==> src/rtl/sd_card_init_and_transfer_sequencer_top_defines.svh <==
// Assertion macros for the SD command sequencer.
// Used by the top level only; no other dependencies.
`ifndef SD_CARD_INIT_AND_TRANSFER_SEQUENCER_TOP_DEFINES_SVH
`define SD_CARD_INIT_AND_TRANSFER_SEQUENCER_TOP_DEFINES_SVH
`ifndef SYNTHESIS
`define SDCS_ASSERT_IMP(lbl, clk, rst_n, ante, cons) \
    lbl: assert property (@(posedge clk) disable iff (!rst_n) (ante) |-> (cons)) \
        else $error("sdcs assertion failed");
`define SDCS_ASSERT_NXT(lbl, clk, rst_n, ante, cons) \
    lbl: assert property (@(posedge clk) disable iff (!rst_n) (ante) |=> (cons)) \
        else $error("sdcs assertion failed");
`else
`define SDCS_ASSERT_IMP(lbl, clk, rst_n, ante, cons)
`define SDCS_ASSERT_NXT(lbl, clk, rst_n, ante, cons)
`endif
`endif

==> src/rtl/sdcs_pkg.sv <==
// Types and constants shared by the SD command sequencer.
// No dependencies.
package sdcs_pkg;

    localparam int unsigned BLOCK_BYTES = 512;

    localparam logic [3:0]  FLAGS_NONE  = 4'd0;
    localparam logic [3:0]  FLAGS_SHORT = 4'd5;
    localparam logic [3:0]  FLAGS_LONG  = 4'd7;
    localparam logic [3:0]  FLAGS_BUSY  = 4'd13;
    localparam logic [31:0] CMD8_ARG    = 32'h0000_0155;
    localparam logic [31:0] ACMD41_ARG  = 32'h40ff_8000;
    localparam logic [31:0] SWITCH_ARG  = 32'h00ff_ff01;

    localparam logic [1:0] KIND_START = 2'd0;
    localparam logic [1:0] KIND_DONE  = 2'd1;
    localparam logic [1:0] KIND_READ  = 2'd2;
    localparam logic [1:0] KIND_WRITE = 2'd3;

    localparam logic [1:0] DIR_NONE  = 2'd0;
    localparam logic [1:0] DIR_READ  = 2'd1;
    localparam logic [1:0] DIR_WRITE = 2'd2;

    localparam logic [1:0] CLK_KEEP = 2'd0;
    localparam logic [1:0] CLK_ID   = 2'd1;
    localparam logic [1:0] CLK_HS   = 2'd2;

    localparam logic [1:0] STAT_CMD  = 2'd0;
    localparam logic [1:0] STAT_OK   = 2'd1;
    localparam logic [1:0] STAT_FAIL = 2'd2;

    localparam logic [1:0] CARD_NONE = 2'd0;
    localparam logic [1:0] CARD_SDSC = 2'd1;
    localparam logic [1:0] CARD_SDHC = 2'd2;

    typedef enum logic [5:0] {
        PH_IDLE, PH_C0, PH_C8, PH_H55, PH_H41, PH_L0, PH_L55, PH_L41, PH_LL55,
        PH_CID, PH_RCA, PH_CSD, PH_SEL, PH_SCR55, PH_SCR, PH_SW, PH_W55, PH_W6,
        PH_BLEN, PH_DESEL, PH_READY, PH_RSEL, PH_XFER, PH_RDESEL
    } t_phase;

    typedef struct packed {
        logic [1:0]  kind;
        logic        cmd_ok;
        logic [31:0] resp_word1;
        logic [31:0] resp_word2;
        logic [31:0] resp_word3;
        logic [31:0] data_first_word;
        logic [31:0] data_eighth_word;
        logic [31:0] sector;
        logic [15:0] block_count;
    } t_in_item;

    typedef struct packed {
        logic [5:0]  cmd_index;
        logic [31:0] cmd_argument;
        logic [3:0]  resp_flags;
        logic [1:0]  data_dir;
        logic [15:0] xfer_blocks;
        logic [9:0]  xfer_block_size;
        logic [1:0]  clock_choice;
        logic        bus_width_four;
        logic [1:0]  seq_status;
        logic [1:0]  card_kind;
        logic [31:0] sector_total;
    } t_out_item;

endpackage

==> src/rtl/sdcs_if.sv <==
// Channel interfaces of the SD command sequencer: event input, command
// output and configuration write. Depends on nothing.
interface sdcs_in_if;
    logic        valid;
    logic        ready;
    logic [1:0]  kind;
    logic        cmd_ok;
    logic [31:0] resp_word0;
    logic [31:0] resp_word1;
    logic [31:0] resp_word2;
    logic [31:0] resp_word3;
    logic [31:0] data_first_word;
    logic [31:0] data_eighth_word;
    logic [31:0] sector;
    logic [15:0] block_count;
    modport source (output valid, kind, cmd_ok, resp_word0, resp_word1, resp_word2,
                    resp_word3, data_first_word, data_eighth_word, sector,
                    block_count, input ready);
    modport sink (input valid, kind, cmd_ok, resp_word0, resp_word1, resp_word2,
                  resp_word3, data_first_word, data_eighth_word, sector,
                  block_count, output ready);
endinterface

interface sdcs_out_if;
    logic        valid;
    logic        ready;
    logic [5:0]  cmd_index;
    logic [31:0] cmd_argument;
    logic [3:0]  resp_flags;
    logic [1:0]  data_dir;
    logic [15:0] xfer_blocks;
    logic [9:0]  xfer_block_size;
    logic [1:0]  clock_choice;
    logic        bus_width_four;
    logic [1:0]  seq_status;
    logic [1:0]  card_kind;
    logic [31:0] sector_total;
    modport source (output valid, cmd_index, cmd_argument, resp_flags, data_dir,
                    xfer_blocks, xfer_block_size, clock_choice, bus_width_four,
                    seq_status, card_kind, sector_total, input ready);
    modport sink (input valid, cmd_index, cmd_argument, resp_flags, data_dir,
                  xfer_blocks, xfer_block_size, clock_choice, bus_width_four,
                  seq_status, card_kind, sector_total, output ready);
endinterface

interface sdcs_cfg_if;
    logic valid;
    logic ready;
    logic data;
    modport source (output valid, data, input ready);
    modport sink (input valid, data, output ready);
endinterface

==> src/rtl/sd_card_init_and_transfer_sequencer_top.sv <==
// Top level of the SD command sequencer: input register, decision core,
// result register. Depends on sdcs_pkg, sdcs_if, sdcs_core and the defines.
//
// Use: i_in carries events (start, command completion with status and
// response/data words, read or write request); o_out carries the next
// command to issue or a done/failed status. i_cfg writes wide_bus_enable
// (reset 1) and is always ready; write it only while the block is idle.
// Path: input register, core, result register. Throughput: one event per
// cycle while the result register is empty or o_out.ready is high; the limit
// is the single state update between input register and result register.
// A completion while idle or ready gives no result.
// Reset: phase idle, no card, 1-bit bus, result register empty.
// Stall: a result held by a low o_out.ready keeps its value; one more
// event may sit in the input register, then i_in.ready drops.
`include "sd_card_init_and_transfer_sequencer_top_defines.svh"
module sd_card_init_and_transfer_sequencer_top
    import sdcs_pkg::*;
(
    input  logic        i_clk,
    input  logic        i_rst_n,
    sdcs_in_if.sink     i_in,
    sdcs_out_if.source  o_out,
    sdcs_cfg_if.sink    i_cfg
);

    logic      r_wide_en;
    logic      r_in_valid;
    t_in_item  r_in;
    logic      r_out_valid;
    t_out_item r_out;
    logic      w_adv;
    logic      w_emit;
    t_out_item w_res;

    // Configuration register
    assign i_cfg.ready = 1'b1;
    always_ff @(posedge i_clk) begin
        if (!i_rst_n) begin
            r_wide_en <= 1'b1;
        end else if (i_cfg.valid) begin
            r_wide_en <= i_cfg.data;
        end
    end

    // Input register
    assign w_adv      = r_in_valid && (!r_out_valid || o_out.ready);
    assign i_in.ready = !r_in_valid || w_adv;
    always_ff @(posedge i_clk) begin
        if (!i_rst_n) begin
            r_in_valid <= 1'b0;
        end else if (i_in.ready) begin
            r_in_valid <= i_in.valid;
        end
    end
    always_ff @(posedge i_clk) begin
        if (i_in.valid && i_in.ready) begin
            r_in.kind             <= i_in.kind;
            r_in.cmd_ok           <= i_in.cmd_ok;
            r_in.resp_word1       <= i_in.resp_word1;
            r_in.resp_word2       <= i_in.resp_word2;
            r_in.resp_word3       <= i_in.resp_word3;
            r_in.data_first_word  <= i_in.data_first_word;
            r_in.data_eighth_word <= i_in.data_eighth_word;
            r_in.sector           <= i_in.sector;
            r_in.block_count      <= i_in.block_count;
        end
    end

    sdcs_core u_core (
        .i_clk     (i_clk),
        .i_rst_n   (i_rst_n),
        .i_take    (w_adv),
        .i_item    (r_in),
        .i_wide_en (r_wide_en),
        .o_emit    (w_emit),
        .o_res     (w_res)
    );

    // Result register
    always_ff @(posedge i_clk) begin
        if (!i_rst_n) begin
            r_out_valid <= 1'b0;
        end else if (w_adv && w_emit) begin
            r_out_valid <= 1'b1;
        end else if (o_out.ready) begin
            r_out_valid <= 1'b0;
        end
    end
    always_ff @(posedge i_clk) begin
        if (w_adv && w_emit) begin
            r_out <= w_res;
        end
    end

    assign o_out.valid           = r_out_valid;
    assign o_out.cmd_index       = r_out.cmd_index;
    assign o_out.cmd_argument    = r_out.cmd_argument;
    assign o_out.resp_flags      = r_out.resp_flags;
    assign o_out.data_dir        = r_out.data_dir;
    assign o_out.xfer_blocks     = r_out.xfer_blocks;
    assign o_out.xfer_block_size = r_out.xfer_block_size;
    assign o_out.clock_choice    = r_out.clock_choice;
    assign o_out.bus_width_four  = r_out.bus_width_four;
    assign o_out.seq_status      = r_out.seq_status;
    assign o_out.card_kind       = r_out.card_kind;
    assign o_out.sector_total    = r_out.sector_total;

    // A consumed start always yields a CMD0 at identification clock
    `SDCS_ASSERT_NXT(a_start_cmd0, i_clk, i_rst_n, w_adv && r_in.kind == KIND_START, r_out_valid && r_out.cmd_index == 6'd0 && r_out.clock_choice == CLK_ID && r_out.card_kind == CARD_NONE)
    // Status results carry no command
    `SDCS_ASSERT_IMP(a_status_clean, i_clk, i_rst_n, r_out_valid && r_out.seq_status != STAT_CMD, r_out.cmd_index == 6'd0 && r_out.clock_choice == CLK_KEEP && r_out.data_dir == DIR_NONE)
    // A data phase always has a nonzero block count and size
    `SDCS_ASSERT_IMP(a_data_blocks, i_clk, i_rst_n, r_out_valid && r_out.data_dir != DIR_NONE, r_out.xfer_blocks != 16'd0 && r_out.xfer_block_size != 10'd0)

endmodule

==> src/rtl/sdcs_core.sv <==
// Sequencer state and next-command decision for one registered event.
// Depends on sdcs_pkg.
module sdcs_core
    import sdcs_pkg::*;
(
    input  logic      i_clk,
    input  logic      i_rst_n,
    input  logic      i_take,
    input  t_in_item  i_item,
    input  logic      i_wide_en,
    output logic      o_emit,
    output t_out_item o_res
);

    t_phase      r_phase, n_phase;
    logic [1:0]  r_card, n_card;
    logic [31:0] r_rca, n_rca;
    logic [31:0] r_sectors, n_sectors;
    logic        r_sw2, n_sw2;
    logic [31:0] r_psec, n_psec;
    logic [15:0] r_pblk, n_pblk;
    logic        r_pwr, n_pwr;
    logic        r_wide, n_wide;

    // CSD capacity decode (word1 = resp_word2, word2 = resp_word1)
    logic [11:0] w_sd_cs;
    logic [4:0]  w_sd_sh;
    logic [36:0] w_sd_val;
    logic [21:0] w_hc_cs;
    logic [32:0] w_hc_val;
    logic [31:0] w_csd_sectors;

    always_comb begin
        w_sd_cs  = {i_item.resp_word2[9:0], i_item.resp_word1[31:30]};
        w_sd_sh  = 5'({2'b0, i_item.resp_word1[17:15]} + 5'd2
                   + {1'b0, i_item.resp_word2[19:16]});
        w_sd_val = {24'b0, 13'({1'b0, w_sd_cs} + 13'd1)} << w_sd_sh;
        w_hc_cs  = {i_item.resp_word2[5:0], i_item.resp_word1[31:16]};
        w_hc_val = {23'({1'b0, w_hc_cs} + 23'd1), 10'b0};
        if (i_item.resp_word3[31:30] == 2'b00) begin
            w_csd_sectors = {4'b0, w_sd_val[36:9]};
        end else if (w_hc_val[32]) begin
            w_csd_sectors = 32'hffff_ffff;
        end else begin
            w_csd_sectors = w_hc_val[31:0];
        end
    end

    logic       w_switch_ok;
    logic [5:0] w_xfer_idx;
    assign w_switch_ok = (i_item.data_first_word[15:0] != 16'd0)
                       && (i_item.data_eighth_word[15:0] == 16'd0);
    assign w_xfer_idx = r_pwr ? ((r_pblk == 16'd1) ? 6'd24 : 6'd25)
                              : ((r_pblk == 16'd1) ? 6'd17 : 6'd18);

    // Next state and next command
    always_comb begin
        logic [5:0]  idx;
        logic [31:0] arg;
        logic [3:0]  flg;
        logic [1:0]  dir;
        logic [15:0] blk;
        logic [9:0]  bsz;
        logic [1:0]  clk;
        logic [1:0]  st;
        logic        wide_step;
        logic [1:0]  wide_clk;
        n_phase = r_phase; n_card = r_card; n_rca = r_rca; n_sectors = r_sectors;
        n_sw2 = r_sw2; n_psec = r_psec; n_pblk = r_pblk; n_pwr = r_pwr;
        n_wide = r_wide;
        o_emit = 1'b1;
        idx = 6'd0; arg = 32'd0; flg = FLAGS_NONE; dir = DIR_NONE; blk = 16'd0;
        bsz = 10'd0; clk = CLK_KEEP; st = STAT_CMD;
        wide_step = 1'b0; wide_clk = CLK_KEEP;

        if (i_item.kind == KIND_START) begin
            n_card = CARD_NONE; n_rca = 32'd0; n_sectors = 32'd0; n_sw2 = 1'b0;
            n_wide = 1'b0; n_phase = PH_C0; clk = CLK_ID;
        end else if (i_item.kind != KIND_DONE) begin
            if (r_phase != PH_READY) begin
                st = STAT_FAIL;
            end else begin
                n_psec = i_item.sector;
                n_pblk = (i_item.block_count == 16'd0) ? 16'd1 : i_item.block_count;
                n_pwr  = (i_item.kind == KIND_WRITE);
                n_phase = PH_RSEL; idx = 6'd7; arg = r_rca; flg = FLAGS_BUSY;
            end
        end else begin
            case (r_phase)
                PH_C0: begin
                    n_phase = PH_C8; idx = 6'd8; arg = CMD8_ARG; flg = FLAGS_SHORT;
                end
                PH_C8: begin
                    if (i_item.cmd_ok) begin
                        n_phase = PH_H55; idx = 6'd55; flg = FLAGS_SHORT;
                    end else begin
                        n_phase = PH_L0;
                    end
                end
                PH_H55, PH_L41, PH_LL55, PH_H41: begin
                    if (r_phase == PH_H55 || r_phase == PH_LL55) begin
                        n_phase = PH_H41; idx = 6'd41; arg = ACMD41_ARG; flg = FLAGS_LONG;
                        if (r_phase == PH_LL55) n_phase = PH_L41;
                    end else if (!i_item.cmd_ok || !i_item.resp_word3[31]) begin
                        n_phase = (r_phase == PH_H41) ? PH_H55 : PH_LL55;
                        idx = 6'd55; flg = FLAGS_SHORT;
                    end else begin
                        n_card = (r_phase == PH_H41 && i_item.resp_word3[30])
                               ? CARD_SDHC : CARD_SDSC;
                        n_phase = PH_CID; idx = 6'd2; flg = FLAGS_LONG;
                    end
                end
                PH_L0: begin
                    n_phase = PH_L55; idx = 6'd55; flg = FLAGS_SHORT;
                end
                PH_L55: begin
                    if (!i_item.cmd_ok) begin
                        n_phase = PH_IDLE; st = STAT_FAIL;
                    end else begin
                        n_phase = PH_L41; idx = 6'd41; arg = ACMD41_ARG; flg = FLAGS_LONG;
                    end
                end
                PH_CID: begin
                    n_phase = PH_RCA; idx = 6'd3; flg = FLAGS_LONG;
                end
                PH_RCA: begin
                    if (!i_item.cmd_ok) begin
                        n_phase = PH_IDLE; st = STAT_FAIL;
                    end else begin
                        n_rca = i_item.resp_word3;
                        n_phase = PH_CSD; idx = 6'd9; arg = i_item.resp_word3;
                        flg = FLAGS_LONG;
                    end
                end
                PH_CSD: begin
                    n_sectors = w_csd_sectors;
                    n_phase = PH_SEL; idx = 6'd7; arg = r_rca; flg = FLAGS_SHORT;
                end
                PH_SEL: begin
                    if (!i_item.cmd_ok) begin
                        n_phase = PH_READY; st = STAT_FAIL;
                    end else if (r_card == CARD_SDHC) begin
                        n_phase = PH_SCR55; idx = 6'd55; arg = r_rca; flg = FLAGS_SHORT;
                    end else begin
                        wide_step = 1'b1; wide_clk = CLK_HS;
                    end
                end
                PH_SCR55: begin
                    if (!i_item.cmd_ok) begin
                        n_phase = PH_READY; st = STAT_FAIL;
                    end else begin
                        n_phase = PH_SCR; idx = 6'd51; flg = FLAGS_SHORT;
                        dir = DIR_READ; blk = 16'd1; bsz = 10'd8;
                    end
                end
                PH_SCR: begin
                    if (!i_item.cmd_ok) begin
                        n_phase = PH_READY; st = STAT_FAIL;
                    end else if (i_item.data_first_word[3:0] == 4'h2) begin
                        n_sw2 = 1'b0; n_phase = PH_SW; idx = 6'd6; arg = SWITCH_ARG;
                        flg = FLAGS_SHORT; dir = DIR_READ; blk = 16'd1; bsz = 10'd64;
                    end else begin
                        wide_step = 1'b1;
                    end
                end
                PH_SW: begin
                    if (i_item.cmd_ok && w_switch_ok && !r_sw2) begin
                        n_sw2 = 1'b1; idx = 6'd6; arg = SWITCH_ARG;
                        flg = FLAGS_SHORT; dir = DIR_READ; blk = 16'd1; bsz = 10'd64;
                    end else begin
                        wide_step = 1'b1;
                        wide_clk = (i_item.cmd_ok && w_switch_ok) ? CLK_HS : CLK_KEEP;
                    end
                end
                PH_W55: begin
                    if (!i_item.cmd_ok) begin
                        n_phase = PH_READY; st = STAT_FAIL;
                    end else begin
                        n_phase = PH_W6; idx = 6'd6; arg = 32'd2; flg = FLAGS_SHORT;
                    end
                end
                PH_W6: begin
                    if (!i_item.cmd_ok) begin
                        n_phase = PH_READY; st = STAT_FAIL;
                    end else begin
                        n_wide = 1'b1; n_phase = PH_BLEN; idx = 6'd16;
                        arg = 32'(BLOCK_BYTES); flg = FLAGS_BUSY;
                    end
                end
                PH_BLEN: begin
                    n_phase = PH_DESEL; idx = 6'd7;
                end
                PH_DESEL, PH_RDESEL: begin
                    n_phase = PH_READY; st = i_item.cmd_ok ? STAT_OK : STAT_FAIL;
                end
                PH_RSEL: begin
                    if (!i_item.cmd_ok) begin
                        n_phase = PH_READY; st = STAT_FAIL;
                    end else begin
                        n_phase = PH_XFER; idx = w_xfer_idx;
                        arg = (r_card == CARD_SDHC) ? r_psec : {r_psec[22:0], 9'b0};
                        flg = FLAGS_BUSY; dir = r_pwr ? DIR_WRITE : DIR_READ;
                        blk = r_pblk; bsz = 10'(BLOCK_BYTES);
                    end
                end
                PH_XFER: begin
                    if (!i_item.cmd_ok) begin
                        n_phase = PH_READY; st = STAT_FAIL;
                    end else begin
                        n_phase = PH_RDESEL; idx = 6'd7;
                    end
                end
                default: begin
                    o_emit = 1'b0;
                end
            endcase
        end

        // Hand-off to the bus width step (ACMD6 or straight to CMD16)
        if (wide_step) begin
            clk = wide_clk;
            if (i_wide_en) begin
                n_phase = PH_W55; idx = 6'd55; arg = r_rca; flg = FLAGS_SHORT;
            end else begin
                n_phase = PH_BLEN; idx = 6'd16; arg = 32'(BLOCK_BYTES); flg = FLAGS_BUSY;
            end
        end

        o_res.cmd_index       = idx;
        o_res.cmd_argument    = arg;
        o_res.resp_flags      = flg;
        o_res.data_dir        = dir;
        o_res.xfer_blocks     = blk;
        o_res.xfer_block_size = bsz;
        o_res.clock_choice    = clk;
        o_res.bus_width_four  = n_wide;
        o_res.seq_status      = st;
        o_res.card_kind       = n_card;
        o_res.sector_total    = n_sectors;
    end

    // State registers, updated when an event is consumed
    always_ff @(posedge i_clk) begin
        if (!i_rst_n) begin
            r_phase <= PH_IDLE; r_card <= CARD_NONE; r_rca <= 32'd0;
            r_sectors <= 32'd0; r_sw2 <= 1'b0; r_psec <= 32'd0;
            r_pblk <= 16'd0; r_pwr <= 1'b0; r_wide <= 1'b0;
        end else if (i_take) begin
            r_phase <= n_phase; r_card <= n_card; r_rca <= n_rca;
            r_sectors <= n_sectors; r_sw2 <= n_sw2; r_psec <= n_psec;
            r_pblk <= n_pblk; r_pwr <= n_pwr; r_wide <= n_wide;
        end
    end

endmodule

==> src/flat_wrapper.sv <==
// flat-port wrapper written by rule: the top's interface ports become plain ports
module sd_card_init_and_transfer_sequencer_top_flat import sdcs_pkg::*;
  (i_clk, i_rst_n, i_in_valid, i_in_kind, i_in_cmd_ok, i_in_resp_word0, i_in_resp_word1, i_in_resp_word2, i_in_resp_word3, i_in_data_first_word, i_in_data_eighth_word, i_in_sector, i_in_block_count, i_in_ready, o_out_valid, o_out_cmd_index, o_out_cmd_argument, o_out_resp_flags, o_out_data_dir, o_out_xfer_blocks, o_out_xfer_block_size, o_out_clock_choice, o_out_bus_width_four, o_out_seq_status, o_out_card_kind, o_out_sector_total, o_out_ready, i_cfg_valid, i_cfg_data, i_cfg_ready);
  sdcs_in_if i_in_i ();
  sdcs_out_if o_out_i ();
  sdcs_cfg_if i_cfg_i ();
  input  logic i_clk;
  input  logic i_rst_n;
  input wire logic [$bits(i_in_i.valid)-1:0] i_in_valid;
  input wire logic [$bits(i_in_i.kind)-1:0] i_in_kind;
  input wire logic [$bits(i_in_i.cmd_ok)-1:0] i_in_cmd_ok;
  input wire logic [$bits(i_in_i.resp_word0)-1:0] i_in_resp_word0;
  input wire logic [$bits(i_in_i.resp_word1)-1:0] i_in_resp_word1;
  input wire logic [$bits(i_in_i.resp_word2)-1:0] i_in_resp_word2;
  input wire logic [$bits(i_in_i.resp_word3)-1:0] i_in_resp_word3;
  input wire logic [$bits(i_in_i.data_first_word)-1:0] i_in_data_first_word;
  input wire logic [$bits(i_in_i.data_eighth_word)-1:0] i_in_data_eighth_word;
  input wire logic [$bits(i_in_i.sector)-1:0] i_in_sector;
  input wire logic [$bits(i_in_i.block_count)-1:0] i_in_block_count;
  output wire logic [$bits(i_in_i.ready)-1:0] i_in_ready;
  output wire logic [$bits(o_out_i.valid)-1:0] o_out_valid;
  output wire logic [$bits(o_out_i.cmd_index)-1:0] o_out_cmd_index;
  output wire logic [$bits(o_out_i.cmd_argument)-1:0] o_out_cmd_argument;
  output wire logic [$bits(o_out_i.resp_flags)-1:0] o_out_resp_flags;
  output wire logic [$bits(o_out_i.data_dir)-1:0] o_out_data_dir;
  output wire logic [$bits(o_out_i.xfer_blocks)-1:0] o_out_xfer_blocks;
  output wire logic [$bits(o_out_i.xfer_block_size)-1:0] o_out_xfer_block_size;
  output wire logic [$bits(o_out_i.clock_choice)-1:0] o_out_clock_choice;
  output wire logic [$bits(o_out_i.bus_width_four)-1:0] o_out_bus_width_four;
  output wire logic [$bits(o_out_i.seq_status)-1:0] o_out_seq_status;
  output wire logic [$bits(o_out_i.card_kind)-1:0] o_out_card_kind;
  output wire logic [$bits(o_out_i.sector_total)-1:0] o_out_sector_total;
  input wire logic [$bits(o_out_i.ready)-1:0] o_out_ready;
  input wire logic [$bits(i_cfg_i.valid)-1:0] i_cfg_valid;
  input wire logic [$bits(i_cfg_i.data)-1:0] i_cfg_data;
  output wire logic [$bits(i_cfg_i.ready)-1:0] i_cfg_ready;
  assign i_in_i.valid = i_in_valid;
  assign i_in_i.kind = i_in_kind;
  assign i_in_i.cmd_ok = i_in_cmd_ok;
  assign i_in_i.resp_word0 = i_in_resp_word0;
  assign i_in_i.resp_word1 = i_in_resp_word1;
  assign i_in_i.resp_word2 = i_in_resp_word2;
  assign i_in_i.resp_word3 = i_in_resp_word3;
  assign i_in_i.data_first_word = i_in_data_first_word;
  assign i_in_i.data_eighth_word = i_in_data_eighth_word;
  assign i_in_i.sector = i_in_sector;
  assign i_in_i.block_count = i_in_block_count;
  assign i_in_ready = i_in_i.ready;
  assign o_out_valid = o_out_i.valid;
  assign o_out_cmd_index = o_out_i.cmd_index;
  assign o_out_cmd_argument = o_out_i.cmd_argument;
  assign o_out_resp_flags = o_out_i.resp_flags;
  assign o_out_data_dir = o_out_i.data_dir;
  assign o_out_xfer_blocks = o_out_i.xfer_blocks;
  assign o_out_xfer_block_size = o_out_i.xfer_block_size;
  assign o_out_clock_choice = o_out_i.clock_choice;
  assign o_out_bus_width_four = o_out_i.bus_width_four;
  assign o_out_seq_status = o_out_i.seq_status;
  assign o_out_card_kind = o_out_i.card_kind;
  assign o_out_sector_total = o_out_i.sector_total;
  assign o_out_i.ready = o_out_ready;
  assign i_cfg_i.valid = i_cfg_valid;
  assign i_cfg_i.data = i_cfg_data;
  assign i_cfg_ready = i_cfg_i.ready;
  sd_card_init_and_transfer_sequencer_top u_core (.i_clk(i_clk), .i_rst_n(i_rst_n), .i_in(i_in_i), .o_out(o_out_i), .i_cfg(i_cfg_i));
endmodule
==> config.mk <==
export PLATFORM = sky130hd
export DESIGN_NAME = sd_card_init_and_transfer_sequencer_top_flat
export DESIGN_NICKNAME = d
export VERILOG_FILES = /design/src/rtl/sdcs_pkg.sv /design/src/rtl/sdcs_if.sv /design/src/rtl/sd_card_init_and_transfer_sequencer_top.sv /design/src/rtl/sdcs_core.sv /design/src/flat_wrapper.sv
export VERILOG_INCLUDE_DIRS = /design/src /design/src/rtl
export SDC_FILE = /design/constraint.sdc
export NUM_CORES = 1
export LEC_CHECK = 0
export BUFFER_PORTS_ARGS = -buffer_cell sky130_fd_sc_hd__buf_4
export CORE_ASPECT_RATIO = 1.75
export CORE_MARGIN = 3
export CORE_UTILIZATION = 60
export CTS_BUF_LIST = sky130_fd_sc_hd__clkbuf_2 sky130_fd_sc_hd__clkbuf_4 sky130_fd_sc_hd__clkbuf_8
export CTS_CLUSTER_SIZE = 14
export DETAILED_ROUTE_END_ITERATION = 10
export PLACE_DENSITY_LB_ADDON = 0.15
export SLEW_MARGIN = 20
export SYNTH_ARGS = -nofsm -noshare
export SYNTH_HDL_FRONTEND = slang
export SYNTH_SLANG_ARGS = --single-unit
==> constraint.sdc <==
create_clock -name i_clk -period 13.2 [get_ports i_clk]
set_clock_uncertainty 0.1 [all_clocks]
set_input_delay 2.64 -clock i_clk [delete_from_list [all_inputs] [get_ports i_clk]]
set_output_delay 2.64 -clock i_clk [all_outputs]
set_load 0.02 [all_outputs]
==> summary.md <==
| Metric | Value |
|---|---|
| Share of cells above drive strength 1 | between 20% and 30% |
| R2r setup slk | 9.16 ns |
| WL met1 | 17300 µm |
| Power share of the clock group | 36.4% |
| Placed wire-length estimate | approximately 39000 µm |
| Most frequent cell after synthesis | nand2_1 |
| TritonCTS clock tree | built |
| Sequential area share after synthesis | between 50% and 60% |
| Cts repair resizes | 0 |
| Fmax | approximately 170 MHz |
| Peak VDD IR | roughly 92 µV |
| Area contributors post-synth | edfxtp_1 (43%), dfxtp_1 (14%), nand2_1 (5.8%), a21oi_1 (4.5%), nand3_1 (2.4%) |
| Die height | 231 µm |
| Crit path max fanout | 5 |
| Min Tclk post-route | 6.02 ns |
| Cell variety after synth | 89 |
| Initial antenna violation count | 1 |
| Cell-internal power | ~1.9 mW |
| Net Sw Frac | 26.3% |
| Yosys top cell by area | edfxtp_1 |
| Root Buffer | clkbuf_8 |
| CP required | roughly 10 ns |
| Outcome | finished, final reports clean |
| Crit path cell chain | buf_4 > nor2b_1 > nand2_1 > buf_4 |
| Mapped Area | approximately 17000 µm² |
| Crit Path Category | input pin to primary output |
| Reg area | around 10000 µm² |
| Fillers | 2043 |
| Die ar. | approximately 31000 µm² |
| Die Width | between 100 and 150 µm |
| Critical-path top delay cell | nor2b_1 |
| Final period utilization | a little under half |
| Worst r2r dst | u_core.o_out.sector_total[10]$_DFFE_PP_ |
| Crit path capture type | primary output |
| FFs w/ async S/R, synth | 0% |
| CP dominant cell by count | buf_4 |
| CP peak stage delay | 0.24 ns |
| Crit path DAT | around 3.3 ns |
| MaxCap Viol Count | 0 |
| Part of the power in combinational logic | between 10% and 20% |
| Wire length per cell | 23.9 µm |
| LEAKAGE | ~7.4 nW |
| Clock slew at reported path FFs | 0.06 ns |
| Hold WC Path Type | flip-flop to flip-flop |
| CP startpoint | o_out_ready |
| RSZ-0062 raised after global routing | false |
| H-tree depth | 2 |
| Post-CTS Setup Inserts | 0 |
| WL met2 | between 20000 and 30000 µm |
| Fin. Hold Viols | 0 |
| Via/cell ratio | around 6.4 |
| #FFs+latches synth | 372 |
| Met3 wire len | between 3000 and 4000 µm |
| Setup TNS | 0 ns |
| CP startpoint kind | input pin |
| First-pass GRT wire length | 82300 µm |
| CTS Buffer Depth | 3 |
| Initial core utilization | 61.4% |
| Slew margin rel. | 24.7% |
| Top_reg_cell synth | edfxtp_1 |
| Top cell types by occurrence after synthesis | nand2_1 (267), edfxtp_1 (247), a21oi_1 (156), dfxtp_1 (125), nor2_1 (84) |
| Final WL | 55200 µm |
| Nets | approximately 2200 |
| Crit path capture | i_in_ready |
| Drt pass-1 iters | 6 |
| Routability cong. | approximately 1.1 |
| Post-Synthesis Cells | 1678 |
| Yosys warnings | 0 |
| Post-CTS Hold Buffers | 0 |
| Post-Syn Area per Cell | 10.3 µm² |
| Setup Viol. Count Final | 0 |
| RR Startpoint | u_core.r_in[192]$_DFFE_PP_ |
| Max-slew violations | 0 |
| Largest net degree at the start of global routing | 76 |
| Overflow after GRT | 0 |
| Final core occ | between 70% and 80% |
| Final antenna-violating net count | 0 |
| Total CTS buffers | 51 |
| Clock sink count | approximately 370 |
| Layout area overhead | 18.7% |
| Remaining DRCs | 0 |
| Number of flops mapped to enable cells by yosys | about 250 |
| Port bufs | between 200 and 300 |
| Clock latency on the worst-skew pair | between 0.6 and 0.7 ns |
| Multi-input logic area | about 6800 µm² |
| Initial DRC count | 1221 |
| Gr usage total | between 30% and 40% |
| Core Region | 28300 µm² |
| Slew of the pin with the lowest slew margin | roughly 1.1 ns |
| Ports | between 300 and 400 |
| Pwr dens | between 100 and 150 nW/µm² |
| Worst R2R Path Depth | 12 |
| Vias in the first global route | between 10000 and 15000 |
| Std-Cell Rows | 81 |
| Reg power frac | 50.8% |
| Via Count | between 10000 and 15000 |
| Synth top area share | a little over two fifths |
| NetSw | a little under 700 µW |
| Top layer in use | met4 |
power by group through the flow:
stage / sequential [mW] / combinational, mW / clock, mW
4_1_cts: 1.32 / 0.326 / 0.955
2_1_floorplan: 1.35 / 0.182 / 0
5_1_grt: 1.32 / 0.351 / 1.01
3_3_place_gp: 1.34 / 0.322 / 0
6_report: 1.32 / 0.332 / 0.944
3_5_place_dp: 1.34 / 0.325 / 0
per-stage QoR:
step	hold slack [ns]	power [mW]	instance area [µm²]	std cells	setup WS, ns
floorplan	0.325	1.53	17400	1684	5.29
global placement	0.338	1.66	19500	2214	7.19
detailed placement	0.343	1.67	19500	2214	7.17
CTS	0.352	2.60	20600	2310	7.16
global route	0.365	2.68	20600	2311	7.09
finish	0.352	2.59	20600	2311	7.18
worst min path at each step:
stage	startpoint	endpoint	slack (ns)	cells past startpoint
3_3_place_gp	u_core.u_core.r_rca[12]$_SDFFE_PN0P_	u_core.u_core.r_rca[12]$_SDFFE_PN0P_	0.34	2
6_report	u_core.u_core.r_rca[22]$_SDFFE_PN0P_	u_core.u_core.r_rca[22]$_SDFFE_PN0P_	0.35	2
5_1_grt	u_core.u_core.r_rca[22]$_SDFFE_PN0P_	u_core.u_core.r_rca[22]$_SDFFE_PN0P_	0.36	2
2_1_floorplan	u_core.u_core.r_sectors[21]$_SDFFE_PN0P_	u_core.u_core.r_sectors[21]$_SDFFE_PN0P_	0.32	2
3_5_place_dp	u_core.u_core.r_rca[28]$_SDFFE_PN0P_	u_core.u_core.r_rca[28]$_SDFFE_PN0P_	0.34	2
4_1_cts	u_core.u_core.r_rca[22]$_SDFFE_PN0P_	u_core.u_core.r_rca[22]$_SDFFE_PN0P_	0.35	2
layout by cell type (no fill, tap or decap), types with 15 or more instances in the layout:
cell type,synthesis,routed
a21boi_0,21,21
nor4_1,16,16
and2_1,23,22
clkbuf_8,0,61
o2bb2ai_1,29,29
edfxtp_1,247,247
nand2_1,267,267
nor3_1,34,32
a22oi_1,16,16
a211oi_1,23,23
nor2_1,84,82
o31ai_1,18,18
nand4_1,15,15
inv_1,19,19
o21ai_0,55,54
buf_4,13,290
xnor2_1,16,15
dfxtp_1,125,125
a31oi_1,25,25
a21oi_1,156,156
o211ai_1,17,17
nand3_1,82,82
routing by layer:
layer,vias up,track usage [%]
met5,-,0
met1,7042,34.5
li1,6705,-
met2,816,62.1
met4,0,28.7
met3,232,5.50
worst max-delay path, delay by kind of cell:
family / cells / cell delay (ns)
buf+inv: 2 / 0.28
simple gates: 2 / 0.36
logic make-up after synthesis:
family	after synthesis	share of synthesized area [%]
mux	19	1.33
flops	372	57.1
compound gates	487	19.0
xor+xnor	25	1.26
other cells	2	0.0433
simple gates	608	16.5
fa+ha+maj	10	0.764
buf+inv	155	3.87
sequential cells by signal (all words and copies together) (netlist names), 5 cells and up:
register,flops
u_core.r_in,146
u_core.o_out.cmd_argument,32
u_core.o_out.sector_total,32
u_core.u_core.r_psec,32
u_core.u_core.r_rca,32
u_core.u_core.r_sectors,32
u_core.o_out.xfer_blocks,16
u_core.u_core.r_pblk,16
u_core.o_out.cmd_index,6
u_core.u_core.r_phase,5
layout make-up:
type / instances / share of cell area [%]
Antenna cell: 1 / 0.0121
Clock buffer: 74 / 4.55
Clock inverter: 22 / 0.880
Inverter: 22 / 0.401
Multi-Input combinational cell: 1157 / 33.2
Sequential cell: 372 / 48.1
Tap cell: 373 / 2.26
Timing Repair Buffer: 290 / 10.6
No activity file was read; power rests on OpenSTA's default activity.
